**config.mk**
```make
export PLATFORM = sky130hd
export DESIGN_NAME = pulse_flow_rate_meter_core
export DESIGN_NICKNAME = d
export VERILOG_FILES = /design/src/design/pfrm_pkg.sv /design/src/design/pfrm_ctrl.sv /design/src/design/pfrm_dp.sv /design/src/design/pulse_flow_rate_meter_core.sv
export SDC_FILE = /design/constraint.sdc
export NUM_CORES = 2
export LEC_CHECK = 0
export ABC_AREA = 1
export BUFFER_PORTS_ARGS = -buffer_cell sky130_fd_sc_hd__buf_4
export CAP_MARGIN = 10
export CORE_MARGIN = 5
export CORE_UTILIZATION = 69
export CTS_CLUSTER_SIZE = 16
export DETAILED_ROUTE_END_ITERATION = 8
export GPL_TIMING_DRIVEN = 1
export PLACE_DENSITY_LB_ADDON = 0.3
export SYNTH_ARGS = -nofsm -noshare
export SYNTH_HDL_FRONTEND = slang
export SYNTH_SLANG_ARGS = --single-unit
```
**constraint.sdc**
```tcl
create_clock -name i_clk -period 17.7 [get_ports i_clk]
set_input_delay 0.885 -clock i_clk [delete_from_list [all_inputs] [get_ports i_clk]]
set_output_delay 0.885 -clock i_clk [all_outputs]
set_load 0.05 [all_outputs]
```
**src/design/pfrm_pkg.sv**
```systemverilog
// Package for the pulse flow rate meter: widths, reset values, register
// indexes, controller commands. No dependencies.
`default_nettype none
package pfrm_pkg;
    localparam int unsigned RingDepth   = 32;
    localparam int unsigned CfgIdxW     = 2;
    localparam int unsigned CfgDataW    = 20;
    localparam logic [CfgIdxW-1:0] REG_WINDOW = 2'd0;
    localparam logic [CfgIdxW-1:0] REG_PPL    = 2'd1;
    localparam logic [CfgIdxW-1:0] REG_GLITCH = 2'd2;
    localparam logic [15:0] WINDOW_RST = 16'd1000;
    localparam logic [19:0] PPL_RST    = 20'd1000;
    localparam logic [7:0]  GLITCH_RST = 8'd0;
    localparam logic [31:0] US_PER_MIN = 32'd60000000;
    localparam logic [9:0]  ML_PER_L   = 10'd1000;

    // controller -> datapath commands
    typedef struct packed {
        logic pulse;      // record a pulse word
        logic start;      // latch request, clear scan state
        logic scan;       // read one ring entry
        logic scan_eval;  // evaluate the registered entry
        logic prep;       // build numerator/denominator
        logic div_step;   // one quotient bit for the flow divider, and for the total divider while it runs
        logic finish;     // load the output register
    } t_cmd;

    typedef struct packed {
        logic scan_last;  // last entry requested this cycle
        logic div_done;
    } t_stat;
endpackage
`default_nettype wire

```
**src/design/pfrm_ctrl.sv**
```systemverilog
// Controller state machine for the pulse flow rate meter.
// Depends on pfrm_pkg.
`default_nettype none
module pfrm_ctrl (
    input  wire              i_clk,
    input  wire              i_rst_n,
    input  wire              i_valid,
    input  wire              i_mode,
    output logic             o_ready,
    input  wire              i_out_ready,
    output logic             o_out_valid,
    input  wire              i_empty,
    output pfrm_pkg::t_cmd   o_cmd,
    input  pfrm_pkg::t_stat  i_stat
);
    import pfrm_pkg::*;
    localparam logic [2:0] S_IDLE = 3'd0, S_SCAN = 3'd1, S_EVAL = 3'd2,
                           S_PREP = 3'd3, S_DIV = 3'd4, S_FIN = 3'd5;
    logic [2:0] r_state, n_state;
    logic       r_ovalid, n_ovalid;
    logic       r_scan_d;
    logic       acc;

    assign o_ready     = (r_state == S_IDLE);
    assign o_out_valid = r_ovalid;
    assign acc         = i_valid && o_ready;

    always_comb begin
        o_cmd    = '0;
        n_state  = r_state;
        n_ovalid = r_ovalid && !i_out_ready;
        case (r_state)
            S_IDLE: begin
                if (acc && !i_mode) begin
                    o_cmd.pulse = 1'b1;
                end else if (acc) begin
                    o_cmd.start = 1'b1;
                    n_state = i_empty ? S_PREP : S_SCAN;
                end
            end
            S_SCAN: begin
                o_cmd.scan = 1'b1;
                if (i_stat.scan_last) n_state = S_EVAL;
            end
            S_EVAL: begin
                o_cmd.scan_eval = 1'b1;
                n_state = S_PREP;
            end
            S_PREP: begin
                o_cmd.prep = 1'b1;
                n_state = S_DIV;
            end
            S_DIV: begin
                o_cmd.div_step = 1'b1;
                if (i_stat.div_done) n_state = S_FIN;
            end
            S_FIN: begin
                // hold until the previous result word has left
                if (!(r_ovalid && !i_out_ready)) begin
                    o_cmd.finish = 1'b1;
                    n_ovalid = 1'b1;
                    n_state  = S_IDLE;
                end
            end
            default: n_state = S_IDLE;
        endcase
        // scan runs one entry behind the read; evaluate previous while reading next
        if (r_state == S_SCAN && !o_cmd.start) o_cmd.scan_eval = r_scan_d;
    end

    always_ff @(posedge i_clk) begin
        if (!i_rst_n) begin
            r_state  <= S_IDLE;
            r_ovalid <= 1'b0;
            r_scan_d <= 1'b0;
        end else begin
            r_state  <= n_state;
            r_ovalid <= n_ovalid;
            r_scan_d <= (r_state == S_SCAN);
        end
    end
endmodule
`default_nettype wire

```
**src/design/pfrm_dp.sv**
```systemverilog
// Datapath for the pulse flow rate meter: timestamp ring memory, window
// scan, two restoring dividers side by side, output register. Depends on pfrm_pkg.
`default_nettype none
module pfrm_dp #(
    parameter int unsigned RING_DEPTH = pfrm_pkg::RingDepth
) (
    input  wire                          i_clk,
    input  wire                          i_rst_n,
    input  wire  [31:0]                  i_time_ms,
    input  wire  [15:0]                  i_window,
    input  wire  [19:0]                  i_ppl,
    input  wire  [7:0]                   i_glitch,
    input  pfrm_pkg::t_cmd               i_cmd,
    output pfrm_pkg::t_stat              o_stat,
    output logic                         o_empty,
    output logic [31:0]                  o_flow_ml_per_min,
    output logic [31:0]                  o_total_ml,
    output logic [31:0]                  o_pulse_total
);
    import pfrm_pkg::*;
    localparam int unsigned AW = (RING_DEPTH > 1) ? $clog2(RING_DEPTH) : 1;
    localparam int unsigned CW = $clog2(RING_DEPTH + 1);
    localparam logic [CW-1:0] DEPTH_C = CW'(RING_DEPTH);
    localparam logic [AW-1:0] LAST_SLOT = AW'(RING_DEPTH - 1);

    logic [31:0]   r_ring [RING_DEPTH];
    logic [31:0]   r_rd;
    logic [AW-1:0] r_wslot;
    logic [CW-1:0] r_count;
    logic [31:0]   r_pulses;
    logic [31:0]   r_now;
    logic [AW-1:0] r_raddr;
    logic [CW-1:0] r_left;
    logic [CW-1:0] r_n;
    logic [31:0]   r_first, r_last;
    logic [95:0]   r_rem;      // flow remainder
    logic [95:0]   r_den;      // 2*den
    logic [95:0]   r_quo;      // flow quotient, numerator shifted in
    logic [6:0]    r_bit;
    logic [31:0]   r_trem, r_tquo;
    logic          r_fzero, r_tzero;

    assign o_empty = (r_count < CW'(2));
    assign o_stat.scan_last = (r_left == CW'(1));
    // last quotient bit is taken this cycle
    assign o_stat.div_done  = (r_bit == 7'd1);

    // ring memory: one write, one registered read
    always_ff @(posedge i_clk) begin
        if (i_cmd.pulse) r_ring[r_wslot] <= i_time_ms;
        r_rd <= r_ring[r_raddr];
    end

    logic [31:0] age;
    logic [31:0] span;
    logic        in_win;
    logic [95:0] rem_sh, rem_sub;
    logic [31:0] trem_sh;
    logic [32:0] trem_sub;
    logic [AW-1:0] oldest;
    always_comb begin
        age    = r_now - r_rd;
        in_win = (age <= {16'd0, i_window});
        span   = r_last - r_first;
        rem_sh = {r_rem[94:0], r_quo[95]};
        rem_sub = rem_sh - r_den;
        trem_sh = {r_trem[30:0], r_tquo[31]};
        trem_sub = {1'b0, trem_sh} - {13'd0, i_ppl};
        oldest = r_wslot - AW'(r_count);
        if (RING_DEPTH != (1 << AW) && r_wslot < AW'(r_count))
            oldest = AW'(r_wslot + AW'(RING_DEPTH) - AW'(r_count));
    end

    always_ff @(posedge i_clk) begin
        if (!i_rst_n) begin
            r_wslot  <= '0;
            r_count  <= '0;
            r_pulses <= '0;
        end else if (i_cmd.pulse) begin
            r_wslot  <= (r_wslot == LAST_SLOT) ? '0 : r_wslot + AW'(1);
            if (r_count != DEPTH_C) r_count <= r_count + CW'(1);
            r_pulses <= r_pulses + 32'd1;
        end
    end

    logic [63:0] num2;
    logic [63:0] den64;
    always_comb begin
        num2  = 64'(r_n - CW'(1)) * 64'(US_PER_MIN) * 64'd2;
        den64 = 64'(span) * 64'(i_ppl);
    end

    always_ff @(posedge i_clk) begin
        if (i_cmd.start) begin
            r_now   <= i_time_ms;
            r_raddr <= oldest;
            r_left  <= r_count;
            r_n     <= '0;
        end
        if (i_cmd.scan) begin
            r_raddr <= (r_raddr == LAST_SLOT) ? '0 : r_raddr + AW'(1);
            r_left  <= r_left - CW'(1);
        end
        if (i_cmd.scan_eval && in_win) begin
            if (r_n == '0) r_first <= r_rd;
            r_last <= r_rd;
            r_n    <= r_n + CW'(1);
        end
        if (i_cmd.prep) begin
            r_fzero <= (r_n < CW'(2)) || (i_window == 16'd0) || (span == 32'd0)
                    || (i_ppl == 20'd0)
                    || ((r_n == CW'(2)) && (i_glitch != 8'd0) && (span < 32'(i_glitch)));
            r_tzero <= (i_ppl == 20'd0);
            r_rem   <= '0;
            r_den   <= {31'd0, den64, 1'b0};
            r_quo   <= {32'd0, num2 + den64};   // 2*num + den
            r_trem  <= '0;
            r_tquo  <= r_pulses * 32'(ML_PER_L);
            r_bit   <= 7'd96;
        end
        if (i_cmd.div_step) begin
            r_bit <= r_bit - 7'd1;
            if (rem_sh >= r_den) begin
                r_rem <= rem_sub;
                r_quo <= {r_quo[94:0], 1'b1};
            end else begin
                r_rem <= rem_sh;
                r_quo <= {r_quo[94:0], 1'b0};
            end
            if (r_bit > 7'd64) begin
                if (!trem_sub[32]) begin
                    r_trem <= trem_sub[31:0];
                    r_tquo <= {r_tquo[30:0], 1'b1};
                end else begin
                    r_trem <= trem_sh;
                    r_tquo <= {r_tquo[30:0], 1'b0};
                end
            end
        end
        if (i_cmd.finish) begin
            o_flow_ml_per_min <= r_fzero ? 32'd0
                               : (r_quo[95:32] != 64'd0) ? 32'hFFFF_FFFF : r_quo[31:0];
            o_total_ml    <= r_tzero ? 32'd0 : r_tquo;
            o_pulse_total <= r_pulses;
        end
    end
endmodule
`default_nettype wire

```
**src/design/pulse_flow_rate_meter_core.sv**
```systemverilog
// Top level of the pulse flow rate meter: configuration registers,
// controller and datapath. Depends on pfrm_pkg, pfrm_ctrl, pfrm_dp.
`default_nettype none
// A pulse word (mode 0) puts its timestamp into the ring and advances the
// pulse total. A request word (mode 1) walks the stored stamps, one memory
// read per cycle (skipped with fewer than two stored), then runs a 96-step
// restoring divide for the flow alongside the 32-step total-volume divide.
// The result shows and the input reopens at the same edge. The result sits
// in an output register, so new words are taken while it waits; a request
// that finishes before the waiting word leaves holds its last step until it
// does.
module pulse_flow_rate_meter_core #(
    parameter int unsigned RING_DEPTH = pfrm_pkg::RingDepth
) (
    input  wire                            i_clk,
    input  wire                            i_rst_n,
    input  wire                            i_valid,
    output logic                           o_ready,
    input  wire                            i_mode,
    input  wire  [31:0]                    i_time_ms,
    output logic                           o_valid,
    input  wire                            i_ready,
    output logic [31:0]                    o_flow_ml_per_min,
    output logic [31:0]                    o_total_ml,
    output logic [31:0]                    o_pulse_total,
    input  wire                            i_cfg_we,
    input  wire  [pfrm_pkg::CfgIdxW-1:0]   i_cfg_idx,
    input  wire  [pfrm_pkg::CfgDataW-1:0]  i_cfg_data
);
    import pfrm_pkg::*;
    logic [15:0] r_window;
    logic [19:0] r_ppl;
    logic [7:0]  r_glitch;
    t_cmd        cmd;
    t_stat       stat;
    logic        empty;

    // configuration: write only; the user must write it only while idle, the block does not enforce this
    always_ff @(posedge i_clk) begin
        if (!i_rst_n) begin
            r_window <= WINDOW_RST;
            r_ppl    <= PPL_RST;
            r_glitch <= GLITCH_RST;
        end else if (i_cfg_we) begin
            case (i_cfg_idx)
                REG_WINDOW: r_window <= i_cfg_data[15:0];
                REG_PPL:    r_ppl    <= i_cfg_data;
                REG_GLITCH: r_glitch <= i_cfg_data[7:0];
                default:    ;
            endcase
        end
    end

    pfrm_ctrl u_ctrl (
        .i_clk(i_clk), .i_rst_n(i_rst_n), .i_valid(i_valid), .i_mode(i_mode),
        .o_ready(o_ready), .i_out_ready(i_ready), .o_out_valid(o_valid),
        .i_empty(empty), .o_cmd(cmd), .i_stat(stat)
    );

    pfrm_dp #(.RING_DEPTH(RING_DEPTH)) u_dp (
        .i_clk(i_clk), .i_rst_n(i_rst_n), .i_time_ms(i_time_ms),
        .i_window(r_window), .i_ppl(r_ppl), .i_glitch(r_glitch),
        .i_cmd(cmd), .o_stat(stat), .o_empty(empty),
        .o_flow_ml_per_min(o_flow_ml_per_min), .o_total_ml(o_total_ml),
        .o_pulse_total(o_pulse_total)
    );
endmodule
`default_nettype wire

```
# Word-level counts from Yosys, hierarchy flattened
# Memory sizes are Yosys's and may differ from the RTL's. A register that Yosys moved wholly into a read port is not among the register bits.
# Index checks and enable logic that the tools add are counted.
[totals]
inputBits = 60
word_cells = 145
n_memories = 1
ram_bits = 1024
register_bits = 617
output_inout_bits = 98
[memory_table]
columns = ["name", "depth", "word_bits", "read_ports", "rd_clocked_by_memory_dff", "wr", "line_no", "source"]
rows = [
  ["u_dp.r_ring", 32, 32, 1, 1, 1, "pfrm_dp.sv:26", "logic [31:0] r_ring [RING_DEPTH];"],
]
[classes]
mul = 3
n_eq_ne = 18
n_reduce_logical = 31
n_mux = 46
addsub = 14
order_cmp = 6
[ops]
columns = ["op", "count"]
rows = [
  ["$mux W95", 3],
  ["$mux W32", 8],
  ["$mux W96", 2],
  ["$ge A96 B53 Y1", 1],
  ["$sub A95 B53 Y95", 1],
  ["$add A64 B52 Y64", 1],
  ["$mul A64 B18 Y55 const B", 1],
  ["$reduce_bool A64 Y1", 1],
  ["$sub A32 B32 Y32", 2],
  ["$mul A32 B20 Y52", 1],
  ["$sub A32 B20 Y33", 1],
  ["$add A32 B1 Y32 const B", 1],
  ["$le A32 B16 Y1", 1],
  ["$logic_not A32 Y1", 1],
  ["$lt A32 B8 Y1", 1],
  ["$mul A32 B7 Y29 const B", 1],
  ["$mux W6", 4],
  ["$logic_not A20 Y1", 1],
  ["$mux W5", 4],
  ["$pmux W3 S6", 1],
  ["$logic_not A16 Y1", 1],
  ["$mux W1", 15],
  ["$mux W3", 5],
  ["$mux W7", 2],
  ["other kinds (30)", 58],
]

# Logic depth before layout (Yosys ltp)
[depth]
ltp_word = 10
ltp_mapped = 58
mapped_depth_nobuf = 58

# By module
# A second synthesis with hierarchy kept.
[hier_totals]
hier_cells = 11279
area_unflattened_um2 = 106239.4
[modules_own_cells]
columns = ["mod", "area_each_um2", "seq_area_each_um2", "instances", "cells_per_inst"]
rows = [
  ["pfrm_dp", 104078.6, 47355.4, 1, 10958],
  ["pulse_flow_rate_meter_core", 1781.7, 880.8, 1, 262],
  ["pfrm_ctrl", 379.1, 100.1, 1, 59],
]

# Worst setup path before layout
# No wires, ideal clock.
[synth_timing]
kind = "register to register"
from = "register u_dp.r_first[0]"
to = "register u_dp.r_quo[50], data pin"
path_buffers = 1
path_stages_with_launch = 50
required_time_ps = 17446
path_slack_ps = 8267
setup_time_ps = 254
arrival_ps = 9179
period_less_slack_ps = 9433
path_cell_list = "edfxtp_1 -> ha_1 -> fa_1 -> inv_1 -> nand3_1 -> nand3_1 -> xor2_1 -> inv_1 -> clkbuf_1 -> nor2_1 -> fa_1 -> fa_1 -> inv_1 -> fa_1 -> inv_1 -> fa_1 -> inv_1 -> fa_1 -> [14 not listed] -> a21oi_1 -> xnor2_1 -> ha_1 -> nand2_1 -> nor2_1 -> inv_1 -> nor4_1 -> nand3_1 -> nand3_1 -> nand2_1 -> inv_1 -> nand3_1 -> nand2_1 -> inv_1 -> nand2_1 -> nand2_1 -> nand3_1 -> nand2_1"
[synth_between]
elab_chain_len = 5
[synth_lines]
columns = ["item", "line_no", "source"]
rows = [
  ["from (decl)", "pfrm_dp.sv:35", "logic [31:0] r_first, r_last;"],
  ["from (signal assigned)", "pfrm_dp.sv:105", "if (r_n == '0) r_first <= r_rd;"],
  ["$sub A32 B32 Y32", "pfrm_dp.sv:64", "span = r_last - r_first;"],
  ["$mul A32 B20 Y52", "pfrm_dp.sv:90", "den64 = 64'(span) * 64'(i_ppl);"],
  ["net u_dp.den64[41]", "pfrm_dp.sv:87", "logic [63:0] den64;"],
  ["$add A64 B52 Y64", "pfrm_dp.sv:116", "r_quo <= {32'd0, num2 + den64};"],
  ["$mux W96", "pfrm_dp.sv:109", "if (i_cmd.prep) begin"],
  ["$mux W96", "pfrm_dp.sv:121", "if (i_cmd.div_step) begin"],
  ["to (signal assigned)", "pfrm_dp.sv:116", ""],
  ["to (signal assigned)", "pfrm_dp.sv:125", "r_quo <= {r_quo[94:0], 1'b1};"],
  ["to (signal assigned)", "pfrm_dp.sv:128", "r_quo <= {r_quo[94:0], 1'b0};"],
  ["to (decl)", "pfrm_dp.sv:38", "logic [95:0] r_quo;"],
]
# The timed path passes the listed nets, and every way through them passes these cells. The select of a mux whose other input is x is not followed.
# A chain may end at the register's enable or synchronous reset.

# Final worst setup path
[layout_timing]
from = "register u_dp.r_last[2]"
to = "register u_dp.r_quo[57], data pin"
[layout_between]
elab_chain_len = 5
[layout_lines]
columns = ["item", "line_no", "source"]
rows = [
  ["from (decl)", "pfrm_dp.sv:35", ""],
  ["from (signal assigned)", "pfrm_dp.sv:106", "r_last <= r_rd;"],
  ["$sub A32 B32 Y32", "pfrm_dp.sv:64", ""],
  ["$mul A32 B20 Y52", "pfrm_dp.sv:90", ""],
  ["net u_dp.den64[42]", "pfrm_dp.sv:87", ""],
  ["$add A64 B52 Y64", "pfrm_dp.sv:116", ""],
  ["$mux W96", "pfrm_dp.sv:109", ""],
  ["$mux W96", "pfrm_dp.sv:121", ""],
]
# The timed path passes the listed nets, and every way through them passes these cells. The select of a mux whose other input is x is not followed.

==> flow_metrics.env <==
export IMPL_status="finished clean"
export IMPL_floorplan_die_area_mm2=0.161
export IMPL_synthesis_area_mm2=0.105
export IMPL_finalWirelength_um=321000
export IMPL_grt_max_degree=185
export IMPL_synth_flop_cell="edfxtp_1"
export IMPL_ys_seq_area_frac=0.458
export IMPL_cts_max_level=4
export IMPL_fp_coreArea_mm2=0.152
export IMPL_min_from="i_cfg_data[9]"
export IMPL_cts_hold_fix_buffers=0
export IMPL_start_util=0.694
export IMPL_synth_cell_type_count=72
export IMPL_drive_above_1_share=0.0612
export IMPL_yosysTopAreaCellShare=0.423
export IMPL_io_pins=158
export IMPL_clockBufferDepth=3
export IMPL_ys_ff_latch=1672
export IMPL_critPathLaunchType="flip-flop"
export IMPL_hp_class="primary input to flip-flop"
export IMPL_crit_path_end_kind="flip-flop"
export IMPL_syn_num_nets=12300
export IMPL_setup_viol=0
export IMPL_synth_edf_count=1485
export IMPL_timing_rr_start="u_dp.r_last[2]"
export IMPL_cts_tree="built"
export IMPL_critPathMaxStageDelay_ns=1.00
export IMPL_grt_pass1_vias=83900
export IMPL_fin_skew_ns=0.0930
export IMPL_place_gp_congestion=1.03
export IMPL_min_period_ns=11.79
export IMPL_path_buf_inv=9
export IMPL_cts_resized=0
export IMPL_num_rows=143
export IMPL_ant_nets=0
export IMPL_rrSetupSlack_ns=5.91
export IMPL_synthArstFlopShare=0
export IMPL_worstPathRequired_ns=18.24
export IMPL_area_growth_pct=8.55
export IMPL_arrival_ns=12.33
export IMPL_reg2reg_to="u_dp.r_quo[57]"
export IMPL_worst_pin_slew_ns=1.28
export IMPL_reg2reg_depth=48
export IMPL_fin_nets=12300
export IMPL_viasPerCell=6.30
export IMPL_cts_sinks=1672
export IMPL_post_cts_buffers=0
export IMPL_relSlewSlack=0.144
export IMPL_hpwl_um=219000
export IMPL_cts_root_buffer="clkbuf_16"
export IMPL_syn_inst=11000
export IMPL_numCtsBuffers=167
export IMPL_port_buffers=157
export IMPL_report_final_slew_viol_count=0
export IMPL_drv_cap=0
export IMPL_fin_crit_sh=0.666
export IMPL_grt_pass1_wl_um=485000
export IMPL_wire_per_inst_um=24.3
export IMPL_route_vias_total=83300
export IMPL_whs_path_depth=3
export IMPL_cpMostUsedCell="nand2_1"
export IMPL_synth_commonest_cells="inv_1, nor2_1, edfxtp_1"
export IMPL_setup_tns_ns=0
export IMPL_grt_overflow_total=0
export IMPL_antenna_found_initial=8
export IMPL_drc=0
export IMPL_synthTopCellsByArea="edfxtp_1, fa_1, ha_1, inv_1, nor2_1"
export IMPL_clock_fmax_mhz=84.8
export IMPL_rsz0062_at_grt="no"
export IMPL_min_to="r_window[9]"
export IMPL_hold_viol=0
export IMPL_path_delay_family="adder cells"
export IMPL_clk_pin_slew_ns=0.06
export IMPL_die_x_um=401
export IMPL_crit_fanout=11
export IMPL_clock_latency_ns=0.85
export IMPL_crit_type="flip-flop to flip-flop"
export IMPL_yosysWarningCount=0
export IMPL_dr_pass1_iters=9
export IMPL_die_y_um=401
export IMPL_synth_most_common_cell="inv_1"
export IMPL_cp_slowest_cell="xor2_1"
export IMPL_drt_initial_drc_count=10400
export IMPL_grtUsageTotal=0.393
export IMPL_yosys_area_top_type="edfxtp_1"
export IMPL_synth_avg_cell_area_um2=9.58
[cell type report]
class                           count  area [µm²]
Antenna cell                        7        17.5
Clock buffer                      225        4600
Clock inverter                     83        1070
Fill cell                       10200       37400
Inverter                         1691        6360
Multi-Input combinational cell   7228       49500
Sequential cell                  1672       48300
Tap cell                         2030        2540
Timing Repair Buffer              279        2120
[how the worst max path moves through the flow]
stage	startpoint	endpoint	slack, ns	cells after the start
after floorplan	u_dp.r_first[0]	u_dp.r_quo[50]	8.27	49
after global placement	u_dp.r_last[2]	u_dp.r_quo[39]	6.52	43
after detailed placement	u_dp.r_last[2]	u_dp.r_quo[59]	6.24	48
after CTS	u_dp.r_last[2]	u_dp.r_quo[57]	6.16	48
after global routing	u_dp.r_last[2]	u_dp.r_quo[57]	5.26	46
final	u_dp.r_last[2]	u_dp.r_quo[57]	5.91	48
[cell families (layout without fill, tap and decap cells)]
logic type | count (synthesis) | after routing | synth area share
buffers and inverters | 2112 | 2278 | 0.0757
adders and majority gates | 1184 | 1184 | 0.187
DFF | 1672 | 1672 | 0.458
xor gates and xnor gates | 295 | 295 | 0.0245
AOI/OAI and AO/OA | 2120 | 2120 | 0.113
and+or+nand+nor | 3628 | 3628 | 0.141
other | 0 | 7 | 0
muxes | 1 | 1 | 0.000107
[layer usage]
layer	wire length, µm	part of all wire	track usage	vias to the layer above
met5	54	0.00017	0	-
met1	111000	0.35	0.481	39900
met3	34900	0.11	0.0859	1307
met4	25100	0.078	0.252	8
met2	150000	0.47	0.638	5294
li1	-	-	-	36700
[worst register-to-register path: cells and delay by family (launching register included)]
family	cells	cell delay (ns)
compound gates	8	1.44
buf+inv	9	1.09
flops	1	0.37
xor+xnor	2	1.36
fa+ha+maj	10	4.60
simple gates	19	2.63
[cell usage in the layout, fill, tap and decap left out, drive strengths merged, types with 10 or more instances in the layout]
cell       n
a21o      23
o211ai    41
nand2   1439
inv     1681
bufinv    11
a32oi     15
fa       661
a211oi    19
o22ai    161
nand3b    10
buf      279
o21bai    25
or2       35
o21a      26
nor2    1615
a21boi    10
dfxtp    187
ha       521
o221ai    94
clkinv    74
a21oi    582
a221oi    18
xnor2    127
nand4     98
nor3      85
o21ai    995
clkbuf   225
nor4      32
edfxtp  1485
a31oi     65
xor2     168
a22oi     18
nand3    298
[metrics by stage]
stage	area [µm²]	setup slack [ns]	instances	hold WS (ns)	util
after floorplan	105000	8.27	11000	0.426	-
final	114000	5.91	13200	0.307	0.754
after global routing	114000	5.26	13200	0.290	0.754
after CTS	114000	6.16	13200	0.247	0.754
after detailed placement	109000	6.24	12900	0.461	0.716
after global placement	109000	6.52	12900	0.443	0.716
[state kept, by name (all words and copies together), names as in the netlist, 7 cells and up]
register	count
u_dp.o_total_ml	32
u_dp.r_rem	95
u_dp.r_now	32
r_glitch	8
u_dp.o_flow_ml_per_min	32
u_dp.r_ring	1024
u_dp.r_trem	31
u_dp.r_first	32
u_dp.r_quo	96
r_window	16
u_dp.o_pulse_total	32
r_ppl	20
u_dp.r_last	32
u_dp.r_tquo	32
u_dp.r_rd	32
u_dp.r_bit	7
u_dp.r_pulses	32
u_dp.r_den	52
Power is not shown: default switching activity piles up to over one toggle a cycle in this logic, so the estimate is an artifact.
